==> config.mk <==
export PLATFORM = sky130hd
export DESIGN_NAME = iso8601_timestamp_to_epoch_ns_top
export DESIGN_NICKNAME = d
export VERILOG_FILES = /design/src/sv/isots_pkg.sv /design/src/sv/isots_scanner.sv /design/src/sv/isots_convert.sv /design/src/sv/iso8601_timestamp_to_epoch_ns_top.sv
export SDC_FILE = /design/constraint.sdc
export NUM_CORES = 2
export LEC_CHECK = 0
export ABC_AREA = 0
export BUFFER_PORTS_ARGS = -buffer_cell sky130_fd_sc_hd__buf_2
export CAP_MARGIN = 20
export CORE_UTILIZATION = 40
export DETAILED_ROUTE_END_ITERATION = 10
export HOLD_SLACK_MARGIN = 0.05
export PLACE_DENSITY = 0.53
export SYNTH_ARGS = -nofsm -noshare
export SYNTH_HDL_FRONTEND = slang
export SYNTH_SLANG_ARGS = --single-unit
==> constraint.sdc <==
create_clock -name aclk -period 9.35 [get_ports aclk]
set_clock_uncertainty 0.2 [all_clocks]
set_input_delay 1.4025 -clock aclk [delete_from_list [all_inputs] [get_ports aclk]]
set_output_delay 1.4025 -clock aclk [all_outputs]
set_load 0.005 [all_outputs]
==> src/sv/isots_pkg.sv <==
package isots_pkg;

    // Result status codes.
    typedef enum logic [2:0] {
        ST_OK        = 3'd0,
        ST_MALFORMED = 3'd1,
        ST_RANGE     = 3'd2,
        ST_DAY       = 3'd3,
        ST_OVERFLOW  = 3'd4
    } isots_status_t;

    // Fields of one complete timestamp, handed from the scanner to the converter.
    typedef struct packed {
        logic        bad;
        logic [13:0] year;
        logic [6:0]  month;
        logic [6:0]  day;
        logic [6:0]  hour;
        logic [6:0]  minute;
        logic [6:0]  second;
        logic [29:0] frac;
        logic [3:0]  frac_count;
    } isots_fields_t;

    // Characters of the fixed pattern.
    localparam logic [7:0] CHAR_DASH  = 8'h2D;
    localparam logic [7:0] CHAR_T     = 8'h54;
    localparam logic [7:0] CHAR_COLON = 8'h3A;
    localparam logic [7:0] CHAR_DOT   = 8'h2E;
    localparam logic [7:0] CHAR_ZERO  = 8'h30;
    localparam logic [7:0] CHAR_NINE  = 8'h39;

    // Positions of the separators and the length of the fixed part.
    localparam logic [4:0] POS_DASH_A  = 5'd4;
    localparam logic [4:0] POS_DASH_B  = 5'd7;
    localparam logic [4:0] POS_T       = 5'd10;
    localparam logic [4:0] POS_COLON_A = 5'd13;
    localparam logic [4:0] POS_COLON_B = 5'd16;
    localparam logic [4:0] FIXED_LEN   = 5'd19;

    localparam logic [3:0] FRAC_DIGITS = 4'd9;

    // Days in a month, February without leap day.
    function automatic logic [4:0] month_length(input logic [3:0] m);
        logic [4:0] len;
        case (m) inside
            4'd2:                      len = 5'd28;
            4'd4, 4'd6, 4'd9, 4'd11:   len = 5'd30;
            default:                   len = 5'd31;
        endcase
        return len;
    endfunction

    // Days from March 1 to the first of the month, in a March-based year.
    function automatic logic [8:0] march_days(input logic [3:0] m);
        logic [8:0] d;
        case (m)
            4'd3:    d = 9'd0;
            4'd4:    d = 9'd31;
            4'd5:    d = 9'd61;
            4'd6:    d = 9'd92;
            4'd7:    d = 9'd122;
            4'd8:    d = 9'd153;
            4'd9:    d = 9'd184;
            4'd10:   d = 9'd214;
            4'd11:   d = 9'd245;
            4'd12:   d = 9'd275;
            4'd1:    d = 9'd306;
            4'd2:    d = 9'd337;
            default: d = 9'd0;
        endcase
        return d;
    endfunction

    // Scale that pads a fraction of n digits out to nanoseconds.
    function automatic logic [29:0] frac_scale(input logic [3:0] n);
        logic [29:0] s;
        case (n)
            4'd0:    s = 30'd1000000000;
            4'd1:    s = 30'd100000000;
            4'd2:    s = 30'd10000000;
            4'd3:    s = 30'd1000000;
            4'd4:    s = 30'd100000;
            4'd5:    s = 30'd10000;
            4'd6:    s = 30'd1000;
            4'd7:    s = 30'd100;
            4'd8:    s = 30'd10;
            default: s = 30'd1;
        endcase
        return s;
    endfunction

endpackage

==> src/sv/isots_scanner.sv <==
module isots_scanner (
    input  logic                    aclk,
    input  logic                    aresetn,
    input  logic                    s_valid,
    output logic                    s_ready,
    input  logic [7:0]              s_text_byte,
    input  logic                    s_end_of_text,
    output logic                    f_valid,
    input  logic                    f_ready,
    output isots_pkg::isots_fields_t f_fields
);
    import isots_pkg::*;

    typedef enum logic [3:0] {
        PH_FIELDS = 4'b0001,
        PH_SEEK   = 4'b0010,
        PH_FRAC   = 4'b0100,
        PH_TAIL   = 4'b1000
    } isots_phase_t;

    isots_phase_t  phase_reg, phase_next;
    logic [4:0]    pos_reg, pos_next;
    logic [13:0]   year_reg, year_next;
    logic [6:0]    month_reg, month_next;
    logic [6:0]    day_reg, day_next;
    logic [6:0]    hour_reg, hour_next;
    logic [6:0]    minute_reg, minute_next;
    logic [6:0]    second_reg, second_next;
    logic [29:0]   frac_reg, frac_next;
    logic [3:0]    count_reg, count_next;
    logic          malformed_reg, malformed_next;
    logic          f_valid_reg;
    isots_fields_t fields_reg, fields_next;
    logic          is_digit;
    logic [3:0]    digit;
    logic          take;

    assign take    = s_valid && s_ready;
    assign s_ready = !f_valid_reg || f_ready;

    // Decode the incoming character.
    always_comb begin
        is_digit = (s_text_byte >= CHAR_ZERO) && (s_text_byte <= CHAR_NINE);
        digit    = is_digit ? 4'(s_text_byte - CHAR_ZERO) : 4'd0;
    end

    // Next scanner state for the incoming character.
    always_comb begin
        phase_next     = phase_reg;
        pos_next       = pos_reg;
        year_next      = year_reg;
        month_next     = month_reg;
        day_next       = day_reg;
        hour_next      = hour_reg;
        minute_next    = minute_reg;
        second_next    = second_reg;
        frac_next      = frac_reg;
        count_next     = count_reg;
        malformed_next = malformed_reg;
        unique case (phase_reg)
            PH_FIELDS: begin
                if (pos_reg == POS_DASH_A || pos_reg == POS_DASH_B) begin
                    if (s_text_byte != CHAR_DASH) malformed_next = 1'b1;
                end else if (pos_reg == POS_T) begin
                    if (s_text_byte != CHAR_T) malformed_next = 1'b1;
                end else if (pos_reg == POS_COLON_A || pos_reg == POS_COLON_B) begin
                    if (s_text_byte != CHAR_COLON) malformed_next = 1'b1;
                end else begin
                    if (!is_digit) malformed_next = 1'b1;
                    if (pos_reg < POS_DASH_A) begin
                        year_next = year_reg * 14'd10 + {10'd0, digit};
                    end else if (pos_reg < POS_DASH_B) begin
                        month_next = month_reg * 7'd10 + {3'd0, digit};
                    end else if (pos_reg < POS_T) begin
                        day_next = day_reg * 7'd10 + {3'd0, digit};
                    end else if (pos_reg < POS_COLON_A) begin
                        hour_next = hour_reg * 7'd10 + {3'd0, digit};
                    end else if (pos_reg < POS_COLON_B) begin
                        minute_next = minute_reg * 7'd10 + {3'd0, digit};
                    end else begin
                        second_next = second_reg * 7'd10 + {3'd0, digit};
                    end
                end
                pos_next = pos_reg + 5'd1;
                if (pos_next == FIXED_LEN) phase_next = PH_SEEK;
            end
            PH_SEEK: begin
                if (s_text_byte == CHAR_DOT) phase_next = PH_FRAC;
            end
            PH_FRAC: begin
                if (is_digit) begin
                    if (count_reg < FRAC_DIGITS) begin
                        frac_next  = frac_reg * 30'd10 + {26'd0, digit};
                        count_next = count_reg + 4'd1;
                    end
                end else begin
                    phase_next = PH_TAIL;
                end
            end
            PH_TAIL: begin
            end
            default: begin
            end
        endcase
    end

    // Snapshot of the finished timestamp.
    always_comb begin
        fields_next.bad        = (phase_next == PH_FIELDS) || malformed_next;
        fields_next.year       = year_next;
        fields_next.month      = month_next;
        fields_next.day        = day_next;
        fields_next.hour       = hour_next;
        fields_next.minute     = minute_next;
        fields_next.second     = second_next;
        fields_next.frac       = frac_next;
        fields_next.frac_count = count_next;
    end

    // Scanner state; the last character of a timestamp returns it to reset.
    always_ff @(posedge aclk) begin
        if (!aresetn || (take && s_end_of_text)) begin
            phase_reg     <= PH_FIELDS;
            pos_reg       <= '0;
            year_reg      <= '0;
            month_reg     <= '0;
            day_reg       <= '0;
            hour_reg      <= '0;
            minute_reg    <= '0;
            second_reg    <= '0;
            frac_reg      <= '0;
            count_reg     <= '0;
            malformed_reg <= 1'b0;
        end else if (take) begin
            phase_reg     <= phase_next;
            pos_reg       <= pos_next;
            year_reg      <= year_next;
            month_reg     <= month_next;
            day_reg       <= day_next;
            hour_reg      <= hour_next;
            minute_reg    <= minute_next;
            second_reg    <= second_next;
            frac_reg      <= frac_next;
            count_reg     <= count_next;
            malformed_reg <= malformed_next;
        end
    end

    // Hand-off register toward the converter.
    always_ff @(posedge aclk) begin
        if (!aresetn) begin
            f_valid_reg <= 1'b0;
        end else if (s_ready) begin
            f_valid_reg <= s_valid && s_end_of_text;
        end
    end

    always_ff @(posedge aclk) begin
        if (take && s_end_of_text) begin
            fields_reg <= fields_next;
        end
    end

    assign f_valid  = f_valid_reg;
    assign f_fields = fields_reg;

endmodule

==> src/sv/isots_convert.sv <==
module isots_convert (
    input  logic                     aclk,
    input  logic                     aresetn,
    input  logic                     f_valid,
    output logic                     f_ready,
    input  isots_pkg::isots_fields_t f_fields,
    output logic                     m_valid,
    input  logic                     m_ready,
    output logic signed [63:0]       m_epoch_nanoseconds,
    output logic [2:0]               m_status
);
    import isots_pkg::*;

    // Stage enables: a stage moves when it is empty or its successor moves.
    logic out_en, e_en, d_en, c_en, b_en;
    logic b_valid_reg, c_valid_reg, d_valid_reg, e_valid_reg, m_valid_reg;

    assign out_en  = !m_valid_reg || m_ready;
    assign e_en    = !e_valid_reg || out_en;
    assign d_en    = !d_valid_reg || e_en;
    assign c_en    = !c_valid_reg || d_en;
    assign b_en    = !b_valid_reg || c_en;
    assign f_ready = b_en;

    always_ff @(posedge aclk) begin
        if (!aresetn) begin
            b_valid_reg <= 1'b0;
            c_valid_reg <= 1'b0;
            d_valid_reg <= 1'b0;
            e_valid_reg <= 1'b0;
            m_valid_reg <= 1'b0;
        end else begin
            if (b_en)   b_valid_reg <= f_valid;
            if (c_en)   c_valid_reg <= b_valid_reg;
            if (d_en)   d_valid_reg <= c_valid_reg;
            if (e_en)   e_valid_reg <= d_valid_reg;
            if (out_en) m_valid_reg <= e_valid_reg;
        end
    end

    // Field checks, shifted year, day of year, time of day and padded fraction.
    logic          range_bad, feb_or_jan, hundred, leap, day_bad;
    logic [25:0]   year_q_prod, yy_q_prod;
    logic [6:0]    year_q100;
    logic [13:0]   yy_next;
    logic [4:0]    mdays;
    logic [59:0]   frac_prod;
    isots_status_t b_status_next;
    logic [9:0]    doy_next;
    logic [18:0]   tod_next;

    isots_status_t b_status_reg;
    logic [13:0]   b_yy_reg;
    logic [6:0]    b_q100_reg;
    logic [9:0]    b_doy_reg;
    logic [18:0]   b_tod_reg;
    logic [29:0]   b_frac_reg;

    always_comb begin
        range_bad = (f_fields.month < 7'd1) || (f_fields.month > 7'd12) ||
                    (f_fields.day < 7'd1) || (f_fields.day > 7'd31) ||
                    (f_fields.hour > 7'd23) || (f_fields.minute > 7'd59) ||
                    (f_fields.second > 7'd60);
        feb_or_jan  = (f_fields.month <= 7'd2);
        // Quotient by 100 through a reciprocal, exact below 43699.
        year_q_prod = {12'd0, f_fields.year} * 26'd5243;
        year_q100   = year_q_prod[25:19];
        hundred     = (f_fields.year == {7'd0, year_q100} * 14'd100);
        leap        = ((f_fields.year[1:0] == 2'd0) && !hundred) ||
                      (hundred && (year_q100[1:0] == 2'd0));
        mdays       = (f_fields.month == 7'd2 && leap) ? 5'd29 :
                      month_length(f_fields.month[3:0]);
        day_bad     = f_fields.day > {2'd0, mdays};
        if (f_fields.bad) begin
            b_status_next = ST_MALFORMED;
        end else if (range_bad) begin
            b_status_next = ST_RANGE;
        end else if (day_bad) begin
            b_status_next = ST_DAY;
        end else begin
            b_status_next = ST_OK;
        end
        yy_next   = f_fields.year + 14'd400 - {13'd0, feb_or_jan};
        yy_q_prod = {12'd0, yy_next} * 26'd5243;
        doy_next  = {1'b0, march_days(f_fields.month[3:0])} + {3'd0, f_fields.day} - 10'd1;
        tod_next  = {12'd0, f_fields.hour} * 19'd3600 + {12'd0, f_fields.minute} * 19'd60 +
                    {12'd0, f_fields.second};
        frac_prod = {30'd0, f_fields.frac} * {30'd0, frac_scale(f_fields.frac_count)};
    end

    always_ff @(posedge aclk) begin
        if (b_en) begin
            b_status_reg <= b_status_next;
            b_yy_reg     <= yy_next;
            b_q100_reg   <= yy_q_prod[25:19];
            b_doy_reg    <= doy_next;
            b_tod_reg    <= tod_next;
            b_frac_reg   <= frac_prod[29:0];
        end
    end

    // Days since the epoch from the March-based year.
    logic [21:0]        day_sum;
    logic signed [23:0] days_next;

    isots_status_t      c_status_reg;
    logic signed [23:0] c_days_reg;
    logic [18:0]        c_tod_reg;
    logic [29:0]        c_frac_reg;

    always_comb begin
        day_sum   = {8'd0, b_yy_reg} * 22'd365 + {10'd0, b_yy_reg[13:2]} - {15'd0, b_q100_reg} +
                    {17'd0, b_q100_reg[6:2]} + {12'd0, b_doy_reg};
        days_next = $signed({2'b00, day_sum}) - 24'sd865565;
    end

    always_ff @(posedge aclk) begin
        if (c_en) begin
            c_status_reg <= b_status_reg;
            c_days_reg   <= days_next;
            c_tod_reg    <= b_tod_reg;
            c_frac_reg   <= b_frac_reg;
        end
    end

    // Seconds since the epoch.
    logic signed [41:0] secs_next;

    isots_status_t      d_status_reg;
    logic signed [41:0] d_secs_reg;
    logic [29:0]        d_frac_reg;

    always_comb begin
        secs_next = c_days_reg * 18'sd86400 + $signed({23'd0, c_tod_reg});
    end

    always_ff @(posedge aclk) begin
        if (d_en) begin
            d_status_reg <= c_status_reg;
            d_secs_reg   <= secs_next;
            d_frac_reg   <= c_frac_reg;
        end
    end

    // Range check against the 64-bit limit and the two partial products.
    logic               overflow;
    logic signed [21:0] secs_hi;
    logic signed [52:0] hi_prod_next;
    logic [49:0]        lo_prod_next;
    isots_status_t      e_status_next;

    isots_status_t      e_status_reg;
    logic signed [52:0] e_hi_prod_reg;
    logic [49:0]        e_lo_prod_reg;
    logic [29:0]        e_frac_reg;

    always_comb begin
        overflow = (d_secs_reg > 42'sd9223372036) ||
                   ((d_secs_reg == 42'sd9223372036) && (d_frac_reg > 30'd854775807)) ||
                   (d_secs_reg < -42'sd9223372037) ||
                   ((d_secs_reg == -42'sd9223372037) && (d_frac_reg < 30'd145224192));
        e_status_next = (d_status_reg == ST_OK && overflow) ? ST_OVERFLOW : d_status_reg;
        secs_hi       = d_secs_reg[41:20];
        hi_prod_next  = secs_hi * 31'sd1000000000;
        lo_prod_next  = {30'd0, d_secs_reg[19:0]} * 50'd1000000000;
    end

    always_ff @(posedge aclk) begin
        if (e_en) begin
            e_status_reg  <= e_status_next;
            e_hi_prod_reg <= hi_prod_next;
            e_lo_prod_reg <= lo_prod_next;
            e_frac_reg    <= d_frac_reg;
        end
    end

    // Final sum into the result register; any failing status gives zero.
    logic [63:0]   ns_next;
    logic [63:0]   m_ns_reg;
    isots_status_t m_status_reg;

    always_comb begin
        ns_next = {e_hi_prod_reg[43:0], 20'd0} + {14'd0, e_lo_prod_reg} + {34'd0, e_frac_reg};
        if (e_status_reg != ST_OK) ns_next = 64'd0;
    end

    always_ff @(posedge aclk) begin
        if (out_en) begin
            m_ns_reg     <= ns_next;
            m_status_reg <= e_status_reg;
        end
    end

    assign m_valid             = m_valid_reg;
    assign m_epoch_nanoseconds = $signed(m_ns_reg);
    assign m_status            = m_status_reg;

endmodule

==> src/sv/iso8601_timestamp_to_epoch_ns_top.sv <==
// A timestamp's fields pass the scanner hand-off register, stages b, c, d, e and
// the result register to m_valid. One character is taken per cycle while s_ready
// is high. The five-stage conversion pipeline (field checks, day count, seconds,
// split 1e9 product, sum) takes a new timestamp every cycle while results drain.
// Reset: aresetn low, synchronous; clears the scanner and all valid flags.
module iso8601_timestamp_to_epoch_ns_top (
    input  logic               aclk,
    input  logic               aresetn,
    input  logic               s_valid,
    output logic               s_ready,
    input  logic [7:0]         s_text_byte,
    input  logic               s_end_of_text,
    output logic               m_valid,
    input  logic               m_ready,
    output logic signed [63:0] m_epoch_nanoseconds,
    output logic [2:0]         m_status
);
    import isots_pkg::*;

    logic          f_valid;
    logic          f_ready;
    isots_fields_t f_fields;

    // Character scanner and field accumulators.
    isots_scanner u_scanner (
        .aclk          (aclk),
        .aresetn       (aresetn),
        .s_valid       (s_valid),
        .s_ready       (s_ready),
        .s_text_byte   (s_text_byte),
        .s_end_of_text (s_end_of_text),
        .f_valid       (f_valid),
        .f_ready       (f_ready),
        .f_fields      (f_fields)
    );

    // Checks and conversion to nanoseconds.
    isots_convert u_convert (
        .aclk                (aclk),
        .aresetn             (aresetn),
        .f_valid             (f_valid),
        .f_ready             (f_ready),
        .f_fields            (f_fields),
        .m_valid             (m_valid),
        .m_ready             (m_ready),
        .m_epoch_nanoseconds (m_epoch_nanoseconds),
        .m_status            (m_status)
    );

endmodule

* Word level (Yosys, flattened, before mapping) *
Memory sizes are Yosys's and may differ from the RTL's. A register that Yosys moved wholly into a read port is not among the register bits.
Index checks and enable logic that the tools add are counted.

word-level totals
  bits in registers = 592
  bits in latches = 0
  memory bits (writable) = 0
  ROM bits = 624
  input bits = 13
  output and inout bits = 69
  logic and storage cells = 248
  memories kept = 2

cells by class
  add/subtract/negate cells = 24
  multipliers = 17
  div/mod/pow operators = 0
  magnitude comparators = 21
  eq/ne operators = 23
  shift operators = 0
  multiplexer cells = 70
  bitwise operators = 0
  reduce and logical (&&, ||, !) cells = 45

memory list
  name              words  bits a word  rd ports  clocked after Yosys merged registers in  wr ports  RTL line         text
  (name not given)  16     30           1         1                                        0         isots_pkg.sv:78  case (n)
  (name not given)  16     9            1         1                                        0         isots_pkg.sv:57  case (m)

operator list
  operator                                                                count
  7-bit 2-to-1 mux                                                        39
  30-bit 2-to-1 mux                                                       3
  42-bit by 35-bit == test with 1-bit output, second input constant       2
  14-bit 2-to-1 mux                                                       5
  64-bit by 30-bit adder with 64-bit output                               1
  64-bit by 50-bit adder with 64-bit output                               1
  14-bit by 13-bit multiplier with 26-bit output, second input constant   2
  42-bit by 20-bit adder with 42-bit output                               1
  42-bit by 35-bit > comparator with 1-bit output, second input constant  1
  42-bit by 35-bit < comparator with 1-bit output, second input constant  1
  20-bit by 21-bit multiplier with 41-bit output, second input constant   1
  4-bit 2-to-1 mux                                                        9
  7-bit by 4-bit adder with 7-bit output                                  5
  22-bit by 22-bit multiplier with 35-bit output, second input constant   1
  7-bit by 3-bit multiplier with 6-bit output, second input constant      5
  23-bit by 11-bit multiplier with 34-bit output, second input constant   1
  30-bit by 4-bit adder with 30-bit output                                1
  30-bit > comparator, second input constant                              1
  30-bit by 28-bit < comparator with 1-bit output, second input constant  1
  30-bit by 3-bit multiplier with 29-bit output, second input constant    1
  30-bit by 30-bit multiplier with 30-bit output                          1
  22-bit by 20-bit subtractor with 23-bit output, second input constant   1
  22-bit by 10-bit adder with 22-bit output                               1
  22-bit by 12-bit adder with 22-bit output                               1
  other kinds (54)                                                        114

* Depth between registers and ports, before layout *
  depth after elaboration = 13
  depth in mapped cells = 39
  gate-level depth less buffers = 39

* By module *
A second synthesis with hierarchy kept.

second synthesis, totals
  cells, all modules = 7625
  area total of the unflattened synthesis = 77710.8 sq um

by module, submodules not included
  module         instances  cells an instance  area an instance (sq um)  sequential area each (sq um)
  isots_convert  1          6359               66228.5                   12291.8
  isots_scanner  1          1266               11482.3                   4404.2

* Worst setup path before layout *
OpenSTA, ideal clock, no wires.

  path type = reg-to-reg
  start = register u_scanner.fields_reg, in the netlist u_scanner.f_fields[73]
  end = register u_convert.b_status_reg[0], data pin
  setup time = 0.147 ns
  arrival time = 8.242 ns
  required time = 9.003 ns
  setup slack = 0.761 ns
  cell stages (with the launch flop) = 38
  path buffers = 0
  clock period less this slack = 8.589 ns
  cell sequence = edfxtp_1 ha_1 inv_1 fa_1 inv_1 ha_1 ha_1 inv_1 fa_1 inv_1 ha_1 a41o_1 a21o_1 a21o_1 a21o_1 a2111oi_0 nor3b_1 or3_1 (+2 left out) ha_1 ha_1 inv_1 fa_1 inv_1 ha_1 a21o_1 a21oi_1 o21bai_1 a21o_1 a21oi_1 xnor2_1 nor4b_1 a32oi_1 ha_1 a211oi_1 nor3_1 o21bai_1

between the ends
  longest elaborated chain between the ends = 11
  elaborated cells between the ends (all ways) = 13
  those cells by class = mul: 2; order compare: 1; eq/ne: 1; mux: 3; reduce/logical: 6

RTL lines
  element                                          RTL line              text
  start: declaration                               isots_scanner.sv:33   isots_fields_t fields_reg, fields_next;
  start signal: assignment                         isots_scanner.sv:160  fields_reg <= fields_next;
  14-bit by 13-bit multiplier with 26-bit output   isots_convert.sv:66   year_q_prod = {12'd0, f_fields.year} * 26'd5243;
  7-bit by 5-bit multiplier with 12-bit output     isots_convert.sv:68   hundred = (f_fields.year == {7'd0, year_q100} * 14'd100);
  14-bit == test                                   isots_convert.sv:68
  1-bit logical NOT                                isots_convert.sv:69   leap = ((f_fields.year[1:0] == 2'd0) && !hundred) ||
  1-bit logical AND                                isots_convert.sv:69
  1-bit logical OR *                               isots_convert.sv:69
  1-bit logical AND *                              isots_convert.sv:71   mdays = (f_fields.month == 7'd2 && leap) ? 5'd29 :
  5-bit 2-to-1 mux *                               isots_convert.sv:71
  7-bit by 5-bit > comparator with 1-bit output *  isots_convert.sv:73   day_bad = f_fields.day > {2'd0, mdays};
  2-bit 2-to-1 mux *                               isots_convert.sv:78   end else if (day_bad) begin
  2-bit 2-to-1 mux *                               isots_convert.sv:76   end else if (range_bad) begin
  end signal: assignment                           isots_convert.sv:93   b_status_reg <= b_status_next;
  end: declaration                                 isots_convert.sv:52   isots_status_t b_status_reg;

Every way passes the cells marked *; elsewhere a longest branch is shown, timed or not.
A chain may end at the register's enable or synchronous reset.

* Final worst setup path *
  start = register u_scanner.fields_reg, in the netlist u_scanner.f_fields[80]
  end = register u_convert.b_status_reg[0], data pin

Same word-level chain as after synthesis.

==> key figures <==
Routing
  • DR WL/cell: 17.0 µm
  • Initial DRC count: 2,336
  • Final ANT Viol Nets: 0
  • Number of iterations in the first detailed-routing pass: 5
  • Detailed-route via count: 50,000
  • Via density: 4.88
  • Post-route DRC: 0
  • Drt total wl: 174 mm

Yosys
  • Post-synthesis sequential area ratio: 0.223
  • YS warnings: 0
  • Synth area leader: fa_1
  • Yosys top cell area share: 0.268
  • Synth Register Bits: 621
  • Cells taking the most area after synthesis: fa_1 27%, ha_1 20%, edfxtp_1 19%, inv_1 7.7%, xnor2_1 4.0%
  • Async set-reset flop share out of synthesis: 0
  • Count leader, synth: inv_1
  • Main synth FF type: edfxtp_1
  • Synth top cells by count: 1,604 x inv_1, 1,226 x ha_1, 1,041 x fa_1, 557 x nand2_1, 490 x edfxtp_1
  • Post-synth EDFFs: 490
  • Post-synthesis cell area: 77,800 µm²
  • Syn Inst Count: 7,550
  • Syn_nets: 9,830
  • Synth Area per Inst: 10.3 µm²
  • Yosys cell types: 98

STA
  • Worst-Margin Slew: 1030 ps
  • Final Cycle Share: 0.944
  • Slew headroom: 0.314
  • Crit path time final: 8830 ps
  • Fin. max-slew vios: 0
  • F_max: 113 MHz
  • Final hold viol count: 0
  • Final setup fails: 0

Die
  • Starting density of the core: 0.404
  • Die area: 196,000 µm²
  • DIE WIDTH: 443 µm
  • Core area: 193,000 µm²
  • Rows: 161
  • Die H: 443 µm
  • # IOs: 82

Job
  • Max-cap violations: 0

Worst setup path
  • CP max stage delay: 560 ps
  • Startpoint types: flop
  • CP Capture Type: flop
  • WP data arrival: 9170 ps
  • CP dominant cell by count: ha_1
  • Worst setup path class: flop to flop
  • CP max-delay cell: fa_1
  • Crit-path max FO: 6
  • Required @ worst endpoint: 9690 ps

Place
  • PortBufs: 81
  • Final GP Congestion: 0.907
  • Post-DP HPWL: 146 mm

GRT
  • Vias in the first global route: 53,300
  • Global-route wire length before repair: 284 mm
  • Tot GR Track Use: 0.181
  • Grt total ovfl: 0
  • Largest net degree at the start of global routing: 75
  • Initial antenna violation count: 4

CTS
  • Root buf cell: clkbuf_16
  • Worst-skew pair later-pin latency: 690 ps
  • Largest buffer count on any clock path: 3
  • Clk sinks: 621
  • Clock-pin slew on the worst setup and hold paths: 60 ps
  • H-tree levels: 3
  • CTS tree: built
  • Cts bufs inserted: 76

Layout
  • Area added between synthesis and finish: 8.24%
  • Final Util: 0.437
  • Final #Nets: 9,932
  • Max reg flops: 84
  • Ratio of cells with drive above 1 in the final layout: 0.0506

Min path
  • Hold crit path type: flop to flop

Run status
  • Status: complete, no violations
==> cells by family (layout without fill, tap and decap cells) <==
family / count (synthesis) / in the layout / synth area share
adders and majority gates: 2267 / 2267 / 0.465
buffers and inverters: 1747 / 1905 / 0.0844
and+or+nand+nor: 1463 / 1463 / 0.0904
AOI/OAI and AO/OA: 906 / 906 / 0.0745
DFF: 621 / 621 / 0.223
xor gates and xnor gates: 497 / 497 / 0.0559
muxes: 49 / 49 / 0.00698
other: 0 / 1 / 0
==> what timing repair did <==
item,CTS,global route
resized for setup,0,14
hold buffers,0,0
buffers inserted,0,8
setup endpoints to repair,0,4
==> critical path, delay by kind of cell (launching register included) <==
family          cells  cell delay, ps
buf+inv             6             510
xor+xnor            2             250
simple gates        5             920
flops               1             540
compound gates     11            1870
fa+ha+maj          11            4370
==> metrics by stage <==
step	setup slack [ps]	instances	cell area [µm²]	setup TNS (ps)	hold WS [ps]
final	522	10200	84200	0	209
after global routing	-15.0	10200	84200	-15.0	221
after CTS	56.3	10200	84100	0	211
after detailed placement	115	10100	81400	0	205
after global placement	-21.1	10100	81400	-21.1	202
after floorplan	761	7550	77800	0	200
==> routing by layer <==
| metal | wire length (µm) | track usage |
|---|---|---|
| met1 | 81400 | 0.245 |
| met2 | 80900 | 0.302 |
| met3 | 6820 | 0.0251 |
| met4 | 4580 | 0.0473 |
| met5 | 0 | 0 |
==> placed cells by master (no fill, tap or decap), drive strengths merged, types with 37 or more instances in the layout <==
cell | netlist | layout
nor2 | 296 | 296
and3 | 37 | 37
nor3 | 93 | 93
fa | 1041 | 1041
nor2b | 38 | 38
clkbuf | 129 | 84
o21bai | 52 | 52
buf | 14 | 167
inv | 1604 | 1618
nand2b | 48 | 48
ha | 1226 | 1226
nand3 | 73 | 73
o21ai | 188 | 188
and2 | 184 | 184
a21o | 115 | 115
nand2 | 557 | 557
edfxtp | 490 | 490
a211oi | 43 | 43
xor2 | 146 | 146
dfxtp | 131 | 131
xnor2 | 351 | 351
a21oi | 291 | 291
o21a | 46 | 46
==> path summary, 6_finish.rpt <==
kind         slack, ps  depth (start not counted)                                 endpoint                         startpoint
min                210                          0        u_convert.c_tod_reg[10]$_DFFE_PP_  u_convert.b_tod_reg[10]$_DFFE_PP_
min reg2reg        210                          0        u_convert.c_tod_reg[10]$_DFFE_PP_  u_convert.b_tod_reg[10]$_DFFE_PP_
max                520                         35  u_convert.b_status_reg[0]$_SDFFCE_PP1P_   u_scanner.f_fields[80]$_DFFE_PP_
max reg2reg        520                         35  u_convert.b_status_reg[0]$_SDFFCE_PP1P_   u_scanner.f_fields[80]$_DFFE_PP_
==> layout make-up <==
| class | count | area, µm² |
|---|---|---|
| antenna | 1 | 2.50 |
| timing repair buffer | 167 | 1060 |
| fill | 18300 | 109000 |
| multi-input combinational | 5182 | 54000 |
| inverter | 1604 | 6020 |
| tap | 2526 | 3160 |
| sequential | 621 | 17300 |
| clock inverter | 50 | 672 |
| clock buffer | 84 | 1940 |
Power is not shown: default switching activity piles up to over one toggle a cycle in this logic, so the estimate is an artifact.
